<file path="src/light_level_hysteresis_detector_unit_assert.svh">
// Assertion macros shared by the light level detector modules
`ifndef LIGHT_LEVEL_HYSTERESIS_DETECTOR_UNIT_ASSERT_SVH
`define LIGHT_LEVEL_HYSTERESIS_DETECTOR_UNIT_ASSERT_SVH

// same-cycle implication under synchronous reset
`define LLHD_ASSERT_IMP(name, clk, rst, ante, cons) \
   name: assert property (@(posedge clk) disable iff (rst) (ante) |-> (cons)) \
      else $error("same-cycle implication check failed");

// next-cycle implication under synchronous reset
`define LLHD_ASSERT_NXT(name, clk, rst, ante, cons) \
   name: assert property (@(posedge clk) disable iff (rst) (ante) |=> (cons)) \
      else $error("next-cycle implication check failed");

`endif

</file>
<file path="src/llhd_pkg.sv">
// Shared types and constants of the light level hysteresis detector
package llhd_pkg;

   localparam int SAMPLE_BITS_DEF = 12;
   localparam int WINDOW_MAX_DEF  = 255;
   localparam int THR_W           = 12;
   localparam int WIN_W           = 8;
   localparam int CSR_DATA_W      = 12;
   localparam int CSR_IDX_W       = 2;

   localparam logic [THR_W-1:0] OPEN_RESET   = 12'd3000;
   localparam logic [THR_W-1:0] CLOSE_RESET  = 12'd1000;
   localparam logic [WIN_W-1:0] WINDOW_RESET = 8'd5;

   typedef enum logic [CSR_IDX_W-1:0] {
      CSR_ENABLE = 2'd0,
      CSR_OPEN   = 2'd1,
      CSR_CLOSE  = 2'd2,
      CSR_WINDOW = 2'd3
   } csr_idx_type;

   typedef enum logic [1:0] {
      EV_NONE   = 2'd0,
      EV_DARK   = 2'd1,
      EV_BRIGHT = 2'd2
   } event_type;

   typedef enum logic [1:0] {
      ZONE_MID   = 2'd0,
      ZONE_UPPER = 2'd1,
      ZONE_LOWER = 2'd2
   } zone_type;

   typedef enum logic [1:0] {
      PH_BRIGHT  = 2'd0,
      PH_FALLING = 2'd1,
      PH_DARK    = 2'd2,
      PH_RISING  = 2'd3
   } phase_type;

   typedef struct packed {
      logic              enable;
      logic [THR_W-1:0]  open_thr;
      logic [THR_W-1:0]  close_thr;
      logic [WIN_W-1:0]  window_len;
   } cfg_type;

endpackage

</file>
<file path="src/llhd_csr.sv">
// Configuration register bank of the light level detector
module llhd_csr (
   input  logic                              clock,
   input  logic                              reset,
   input  logic                              csr_we,
   input  logic [llhd_pkg::CSR_IDX_W-1:0]    csr_index,
   input  logic [llhd_pkg::CSR_DATA_W-1:0]   csr_wdata,
   output llhd_pkg::cfg_type                 cfg
);
   import llhd_pkg::*;

   cfg_type cfg_ff;
   cfg_type cfg_in;

   always_comb begin
      cfg_in = cfg_ff;
      if (csr_we) begin
         unique case (csr_idx_type'(csr_index))
            CSR_ENABLE: cfg_in.enable     = csr_wdata[0];
            CSR_OPEN:   cfg_in.open_thr   = csr_wdata[THR_W-1:0];
            CSR_CLOSE:  cfg_in.close_thr  = csr_wdata[THR_W-1:0];
            CSR_WINDOW: cfg_in.window_len = csr_wdata[WIN_W-1:0];
            default:    cfg_in = cfg_ff;
         endcase
      end
   end

   always_ff @(posedge clock) begin
      if (reset) begin
         cfg_ff.enable     <= 1'b1;
         cfg_ff.open_thr   <= OPEN_RESET;
         cfg_ff.close_thr  <= CLOSE_RESET;
         cfg_ff.window_len <= WINDOW_RESET;
      end else begin
         cfg_ff <= cfg_in;
      end
   end

   assign cfg = cfg_ff;

endmodule

</file>
<file path="src/llhd_div.sv">
// Bit-serial restoring divider for the window average
`include "light_level_hysteresis_detector_unit_assert.svh"

module llhd_div #(
   parameter int DIVIDEND_W = 20,
   parameter int DIVISOR_W  = 8
) (
   input  logic                  clock,
   input  logic                  reset,
   input  logic                  start,
   input  logic [DIVIDEND_W-1:0] dividend,
   input  logic [DIVISOR_W-1:0]  divisor,
   output logic                  busy,
   output logic                  done,
   output logic [DIVIDEND_W-1:0] quotient
);
   localparam int CNT_W = $clog2(DIVIDEND_W + 1);

   logic                  busy_ff, busy_in;
   logic                  done_ff, done_in;
   logic [CNT_W-1:0]      cnt_ff, cnt_in;
   logic [DIVIDEND_W-1:0] quo_ff, quo_in;
   logic [DIVISOR_W-1:0]  rem_ff, rem_in;
   logic [DIVISOR_W-1:0]  dsr_ff, dsr_in;
   logic [DIVISOR_W:0]    trial;
   logic                  qbit;

   always_comb begin
      trial  = {rem_ff, quo_ff[DIVIDEND_W-1]};
      qbit   = (trial >= {1'b0, dsr_ff});
      busy_in = busy_ff;
      done_in = 1'b0;
      cnt_in  = cnt_ff;
      quo_in  = quo_ff;
      rem_in  = rem_ff;
      dsr_in  = dsr_ff;
      if (start) begin
         busy_in = 1'b1;
         cnt_in  = CNT_W'(DIVIDEND_W);
         quo_in  = dividend;
         rem_in  = '0;
         dsr_in  = divisor;
      end else if (busy_ff) begin
         rem_in = qbit ? DIVISOR_W'(trial - {1'b0, dsr_ff}) : trial[DIVISOR_W-1:0];
         quo_in = {quo_ff[DIVIDEND_W-2:0], qbit};
         cnt_in = CNT_W'(cnt_ff - CNT_W'(1));
         if (cnt_ff == CNT_W'(1)) begin
            busy_in = 1'b0;
            done_in = 1'b1;
         end
      end
   end

   always_ff @(posedge clock) begin
      if (reset) begin
         busy_ff <= 1'b0;
         done_ff <= 1'b0;
         cnt_ff  <= '0;
      end else begin
         busy_ff <= busy_in;
         done_ff <= done_in;
         cnt_ff  <= cnt_in;
      end
      quo_ff <= quo_in;
      rem_ff <= rem_in;
      dsr_ff <= dsr_in;
   end

   assign busy     = busy_ff;
   assign done     = done_ff;
   assign quotient = quo_ff;

   `LLHD_ASSERT_IMP(a_div_done_idle, clock, reset, done_ff, !busy_ff)
   `LLHD_ASSERT_IMP(a_div_busy_cnt, clock, reset, busy_ff, cnt_ff != '0)
   `LLHD_ASSERT_IMP(a_div_start_free, clock, reset, start, !busy_ff)

endmodule

</file>
<file path="src/light_level_hysteresis_detector_unit.sv">
// Top level of the light level hysteresis detector
//
//   port group | direction | handshake          | payload
//   req_       | in        | req_valid/req_ready | req_sample
//   rsp_       | out       | rsp_valid/rsp_ready | rsp_event_code, rsp_zone, rsp_phase
//   csr_       | in        | csr_we              | csr_index, csr_wdata
//
// A request passes through accept, evaluate and hand to output register, and
// when it closes a window it also waits in ST_DIV for the bit-serial divider
// that forms the window average one quotient bit a cycle.
// One request is in work at a time; the next is accepted while a result waits.
// A stalled result holds the block before the output register is reloaded.
// Reset is synchronous; the block accepts a request in the cycle after reset.
`include "light_level_hysteresis_detector_unit_assert.svh"

module light_level_hysteresis_detector_unit #(
   parameter int SAMPLE_BITS = llhd_pkg::SAMPLE_BITS_DEF,
   parameter int WINDOW_MAX  = llhd_pkg::WINDOW_MAX_DEF
) (
   input  logic                            clock,
   input  logic                            reset,
   input  logic                            req_valid,
   output logic                            req_ready,
   input  logic [SAMPLE_BITS-1:0]          req_sample,
   output logic                            rsp_valid,
   input  logic                            rsp_ready,
   output logic [1:0]                      rsp_event_code,
   output logic [1:0]                      rsp_zone,
   output logic [1:0]                      rsp_phase,
   input  logic                            csr_we,
   input  logic [llhd_pkg::CSR_IDX_W-1:0]  csr_index,
   input  logic [llhd_pkg::CSR_DATA_W-1:0] csr_wdata
);
   import llhd_pkg::*;

   localparam int SUM_BITS = SAMPLE_BITS + WIN_W;
   localparam logic [WIN_W-1:0] WIN_MAX_V = WIN_W'(WINDOW_MAX);

   typedef enum logic [1:0] {
      ST_IDLE = 2'd0,
      ST_EVAL = 2'd1,
      ST_DIV  = 2'd2,
      ST_DONE = 2'd3
   } state_type;

   cfg_type cfg;

   state_type              state_ff, state_in;
   logic [SAMPLE_BITS-1:0] sample_ff, sample_in;
   zone_type               zone_ff, zone_in;
   event_type              event_ff, event_in;
   phase_type              phase_ff, phase_in;
   logic [WIN_W-1:0]       count_ff, count_in;
   logic [SUM_BITS-1:0]    sum_ff, sum_in;
   logic                   rsp_valid_ff, rsp_valid_in;
   event_type              rsp_event_ff, rsp_event_in;
   zone_type               rsp_zone_ff, rsp_zone_in;
   phase_type              rsp_phase_ff, rsp_phase_in;

   logic [WIN_W-1:0]    eff_win;
   logic [SUM_BITS-1:0] sample_ext;
   logic [SUM_BITS-1:0] open_ext;
   logic [SUM_BITS-1:0] close_ext;
   zone_type            zone_calc;
   logic                div_start;
   logic                div_busy;
   logic                div_done;
   logic [SUM_BITS-1:0] div_quo;

   llhd_csr u_csr (
      .clock     (clock),
      .reset     (reset),
      .csr_we    (csr_we),
      .csr_index (csr_index),
      .csr_wdata (csr_wdata),
      .cfg       (cfg)
   );

   llhd_div #(
      .DIVIDEND_W (SUM_BITS),
      .DIVISOR_W  (WIN_W)
   ) u_div (
      .clock    (clock),
      .reset    (reset),
      .start    (div_start),
      .dividend (sum_in),
      .divisor  (eff_win),
      .busy     (div_busy),
      .done     (div_done),
      .quotient (div_quo)
   );

   always_comb begin
      if (cfg.window_len == '0) begin
         eff_win = WIN_W'(1);
      end else if (cfg.window_len > WIN_MAX_V) begin
         eff_win = WIN_MAX_V;
      end else begin
         eff_win = cfg.window_len;
      end
      sample_ext = SUM_BITS'(sample_ff);
      open_ext   = SUM_BITS'(cfg.open_thr);
      close_ext  = SUM_BITS'(cfg.close_thr);
      if (sample_ext > open_ext) begin
         zone_calc = ZONE_UPPER;
      end else if (sample_ext < close_ext) begin
         zone_calc = ZONE_LOWER;
      end else begin
         zone_calc = ZONE_MID;
      end
   end

   always_comb begin
      state_in     = state_ff;
      sample_in    = sample_ff;
      zone_in      = zone_ff;
      event_in     = event_ff;
      phase_in     = phase_ff;
      count_in     = count_ff;
      sum_in       = sum_ff;
      rsp_valid_in = rsp_valid_ff && !rsp_ready;
      rsp_event_in = rsp_event_ff;
      rsp_zone_in  = rsp_zone_ff;
      rsp_phase_in = rsp_phase_ff;
      div_start    = 1'b0;

      unique case (state_ff)
         ST_IDLE: begin
            if (req_valid) begin
               sample_in = req_sample;
               state_in  = ST_EVAL;
            end
         end
         ST_EVAL: begin
            event_in = EV_NONE;
            zone_in  = ZONE_MID;
            state_in = ST_DONE;
            if (cfg.enable) begin
               zone_in = zone_calc;
               unique case (phase_ff)
                  PH_BRIGHT: begin
                     if (zone_calc == ZONE_LOWER) begin
                        count_in = eff_win;
                        phase_in = PH_FALLING;
                     end
                  end
                  PH_DARK: begin
                     if (zone_calc == ZONE_UPPER) begin
                        count_in = eff_win;
                        phase_in = PH_RISING;
                     end
                  end
                  PH_FALLING, PH_RISING: begin
                     count_in = WIN_W'(count_ff - WIN_W'(1));
                     sum_in   = SUM_BITS'(sum_ff + sample_ext);
                     if (count_ff == WIN_W'(1)) begin
                        div_start = 1'b1;
                        state_in  = ST_DIV;
                     end
                  end
                  default: phase_in = phase_ff;
               endcase
            end
         end
         ST_DIV: begin
            if (div_done) begin
               sum_in   = '0;
               state_in = ST_DONE;
               if (phase_ff == PH_FALLING) begin
                  if (zone_ff == ZONE_LOWER && div_quo <= close_ext) begin
                     event_in = EV_DARK;
                     phase_in = PH_DARK;
                  end else begin
                     phase_in = PH_RISING;
                     count_in = eff_win;
                  end
               end else begin
                  if (zone_ff == ZONE_UPPER && div_quo >= open_ext) begin
                     event_in = EV_BRIGHT;
                     phase_in = PH_BRIGHT;
                  end else begin
                     phase_in = PH_FALLING;
                  end
                  count_in = eff_win;
               end
            end
         end
         ST_DONE: begin
            if (!rsp_valid_ff || rsp_ready) begin
               rsp_valid_in = 1'b1;
               rsp_event_in = event_ff;
               rsp_zone_in  = zone_ff;
               rsp_phase_in = phase_ff;
               state_in     = ST_IDLE;
            end
         end
         default: state_in = ST_IDLE;
      endcase
   end

   always_ff @(posedge clock) begin
      if (reset) begin
         state_ff     <= ST_IDLE;
         phase_ff     <= PH_RISING;
         count_ff     <= WINDOW_RESET;
         sum_ff       <= '0;
         rsp_valid_ff <= 1'b0;
      end else begin
         state_ff     <= state_in;
         phase_ff     <= phase_in;
         count_ff     <= count_in;
         sum_ff       <= sum_in;
         rsp_valid_ff <= rsp_valid_in;
      end
      sample_ff    <= sample_in;
      zone_ff      <= zone_in;
      event_ff     <= event_in;
      rsp_event_ff <= rsp_event_in;
      rsp_zone_ff  <= rsp_zone_in;
      rsp_phase_ff <= rsp_phase_in;
   end

   assign req_ready      = (state_ff == ST_IDLE);
   assign rsp_valid      = rsp_valid_ff;
   assign rsp_event_code = rsp_event_ff;
   assign rsp_zone       = rsp_zone_ff;
   assign rsp_phase      = rsp_phase_ff;

   `LLHD_ASSERT_IMP(a_div_in_div_state, clock, reset, div_done, state_ff == ST_DIV)
   `LLHD_ASSERT_IMP(a_div_state_live, clock, reset, state_ff == ST_DIV, div_busy || div_done)
   `LLHD_ASSERT_IMP(a_count_live, clock, reset,
      state_ff == ST_IDLE && (phase_ff == PH_FALLING || phase_ff == PH_RISING),
      count_ff != '0)
   `LLHD_ASSERT_IMP(a_event_phase, clock, reset,
      rsp_valid_ff && rsp_event_ff != EV_NONE,
      (rsp_event_ff == EV_DARK && rsp_phase_ff == PH_DARK) ||
      (rsp_event_ff == EV_BRIGHT && rsp_phase_ff == PH_BRIGHT))

endmodule

</file>
<file path="config.mk">
export PLATFORM = sky130hd
export DESIGN_NAME = light_level_hysteresis_detector_unit
export DESIGN_NICKNAME = d
export VERILOG_FILES = /design/src/llhd_pkg.sv /design/src/llhd_csr.sv /design/src/llhd_div.sv /design/src/light_level_hysteresis_detector_unit.sv
export VERILOG_INCLUDE_DIRS = /design/src /design/src/src
export SDC_FILE = /design/constraint.sdc
export NUM_CORES = 1
export LEC_CHECK = 0
export ABC_AREA = 1
export BUFFER_PORTS_ARGS = -buffer_cell sky130_fd_sc_hd__buf_2
export CORE_MARGIN = 1.5
export CORE_UTILIZATION = 48
export DETAILED_ROUTE_END_ITERATION = 16
export GPL_TIMING_DRIVEN = 0
export SKIP_CTS_REPAIR_TIMING = 1
export SLEW_MARGIN = 40
export SYNTH_ARGS = -nofsm -noshare
export SYNTH_HDL_FRONTEND = slang
export SYNTH_HIERARCHICAL = 1
export SYNTH_SLANG_ARGS = --single-unit
</file>
<file path="constraint.sdc">
create_clock -name clock -period 2.5 [get_ports clock]
set_input_delay 0 -clock clock [delete_from_list [all_inputs] [get_ports clock]]
set_output_delay 0 -clock clock [all_outputs]
set_load 0.1 [all_outputs]
</file>
==> results.toml <==
[layout]
syn_to_final_growth_pct = 18.3
layout_commonest_cell = "nand2_1"
multi_input_area_um2 = 4390
final_cell_mix = "nand2_1, inv_1, nor2_1"
nFillCells = 1625
antennaDiodeCount = 0
post-route-util_pct = 58.0
layout-drive-gt1-share_pct = 12.5
area.sequential_um2 = 3120
fin_nets = 1314

[yosys]
async_flop_share_pct = 0
ys_warn_count = 6
ys_ff_latch = 131
ys.flop_type = "dfxtp_1"
ys_seq_area_share_pct = 38.4
synth.distinct_cells = 45
synthCells = 1111
synth_area_um2 = 8140
avgSynthCellArea_um2 = 7.32
synth_edf_count = 50
syn-num-nets = 1219

[floorplanning]
die_w_um = 133
dieArea_um2 = 17700
rows = 47
start_util_pct = 49.1
die_h_um = 133
io_pins = 39
core_area_um2 = 16600

[setup_path]
setup.worst_path.end_class = "flop"
path_class = "reg -> reg"
r2r_setup_slack_ps = 140
startpoint = "phase_ff[0]"
critPathMaxFanout = 10
crit_chain = "nand2_2 > inv_2 > nand4_1 > nor2_4 > buf_4 > inv_1 > clkbuf_1 > a31oi_1"
crit_slowest_cell = "dfxtp_1"
worst_r2r_path_depth = 8
r2r_start = "phase_ff[0]"
cp_data_arrival_time_ps = 2600
setup.worst_path.start_class = "flop"
required_ps = 2740
max_stage_delay_ps = 470

[hold_path]
hp-start = "csr_index[1]"
hold_depth = 5
hold_path_class = "in -> reg"

[timing]
timing.final.ws_setup_ps = 138
worstMarginPinSlew_ps = 731
fin_hold_ws_ps = 17.6
clock_skew_ps = 8.30
slew_violations = 0
max_freq_mhz = 423
layout_min_cycle_time_ps = 2360
fin_crit_sh_pct = 94.5
finalSetupViolations = 0
slew_headroom_pct = 51.1
hold_violations = 0

[drt]
vias = 7243
first_pass_iters = 5
routedWlPerCell_um = 14.4
vias_per_cell = 5.03
drtIter0Drc = 334
wl_um = 20700
antenna_left = 0
route.detailed.drc = 0

[placed_design]
dp_slack_ps = -713
hpwl_um = 15500
routabilityCongestion = 0.885
portBuffers = 38

[global_routing]
grt_overflow = 0
grt_max_degree = 22
grt_pass1_vias = 6576
grt_pass1_wl_um = 33400
antenna_found_initial = 0
grt_usage_pct = 24.0

[cts]
numCtsBuffers = 17
clock_path_buffers = 2
clkTransAtPathRegs_ps = 60
cts_sinks = 131
h-tree-depth = 4
clk_latency_ps = 420
cts_tree = "done"
cts_root_buffer = "clkbuf_16"

[pwr]
p_leak_nw = 4.80
vdd.ir_drop.worst_mv = 0.539
power.total_mw = 8.07
power_density_nw_per_um2 = 838

[flow_run]
drv_cap = 0

[outcome]
outcome = "completed"
where the power goes:
part / internal, mW / switching (mW) / total (mW) / leakage (nW)
sequential: 2.57 / 0.268 / 2.84 / 1.12
clock: 1.64 / 0.934 / 2.58 / 0.291
combinational: 0.890 / 1.76 / 2.65 / 3.39
total: 5.10 / 2.97 / 8.07 / 4.80
cell families (layout without fill, tap and decap cells):
logic type	after synthesis	after routing	synth area share, %
adders and majority gates	77	77	12.0
xor gates and xnor gates	8	8	0.861
DFF	131	131	38.4
AOI/OAI and AO/OA	119	119	8.16
buffers and inverters	175	283	8.46
and+or+nand+nor	601	601	32.1
path summary, 6_finish.rpt:
kind                  endpoint
max          u_div/quotient[0]
min              u_csr/cfg[11]
max reg2reg  u_div/quotient[0]
min reg2reg  rsp_event_code[1]
sequential cells by signal (all words and copies together) (netlist names):
| name | count |
|---|---|
| u_div/dsr_ff | 8 |
| u_div/busy | 1 |
| sample_ff | 12 |
| u_div/done | 1 |
| u_csr/cfg | 33 |
| u_div/cnt_ff | 5 |
| rsp_event_code | 2 |
| u_div/rem_ff | 8 |
| rsp_valid | 1 |
| u_div/quotient | 20 |
| sum_ff | 20 |
| phase_ff | 2 |
| event_ff | 2 |
| state_ff | 2 |
| zone_ff | 2 |
| count_ff | 8 |
| rsp_zone | 2 |
| rsp_phase | 2 |
final cells by class:
class | count | area share [%]
buffer | 29 | 1.46
clock buffer | 23 | 4.97
clock inverter | 9 | 1.33
inverter | 146 | 5.72
multi-input combinational | 805 | 45.6
sequential | 131 | 32.5
tap | 220 | 2.86
timing repair buffer | 76 | 5.64
cells in the mapped netlist, drive strengths merged, types with 12 or more instances:
library cell / instances / area share, %
nand3: 81 / 5.4
o21ai: 26 / 1.6
buf: 13 / 0.98
nand4: 21 / 1.6
edfxtp: 50 / 18
inv: 142 / 6.5
dfxtp: 81 / 20
a21oi: 70 / 4.4
clkbuf: 16 / 0.74
nand2: 354 / 17
ha: 75 / 12
nor2: 118 / 6.3
nor3: 12 / 0.80
metrics by stage:
stage | instances | area [µm²] | setup TNS, ps
2_1_floorplan | 1111 | 8140 | 0
3_3_place_gp | 1369 | 8600 | -33580
3_5_place_dp | 1369 | 8600 | -31200
4_1_cts | 1401 | 9210 | -33500
5_1_grt | 1439 | 9630 | -7.67
6_report | 1439 | 9630 | 0
layer usage:
layer	GRT usage, %	share of wire [%]	vias up
li1	-	-	3801
met4	6.46	1.5	0
met2	39.6	47	138
met3	4.79	3.5	19
met1	32.3	48	3285
met5	0	0	-
worst max-delay path: cells and delay by family, from the launching register on:
family | cells | cell delay [ps]
flops | 1 | 470
compound gates | 1 | 310
simple gates | 3 | 660
buf+inv | 4 | 740
Note: power is estimated with default switching activity, not from simulation.
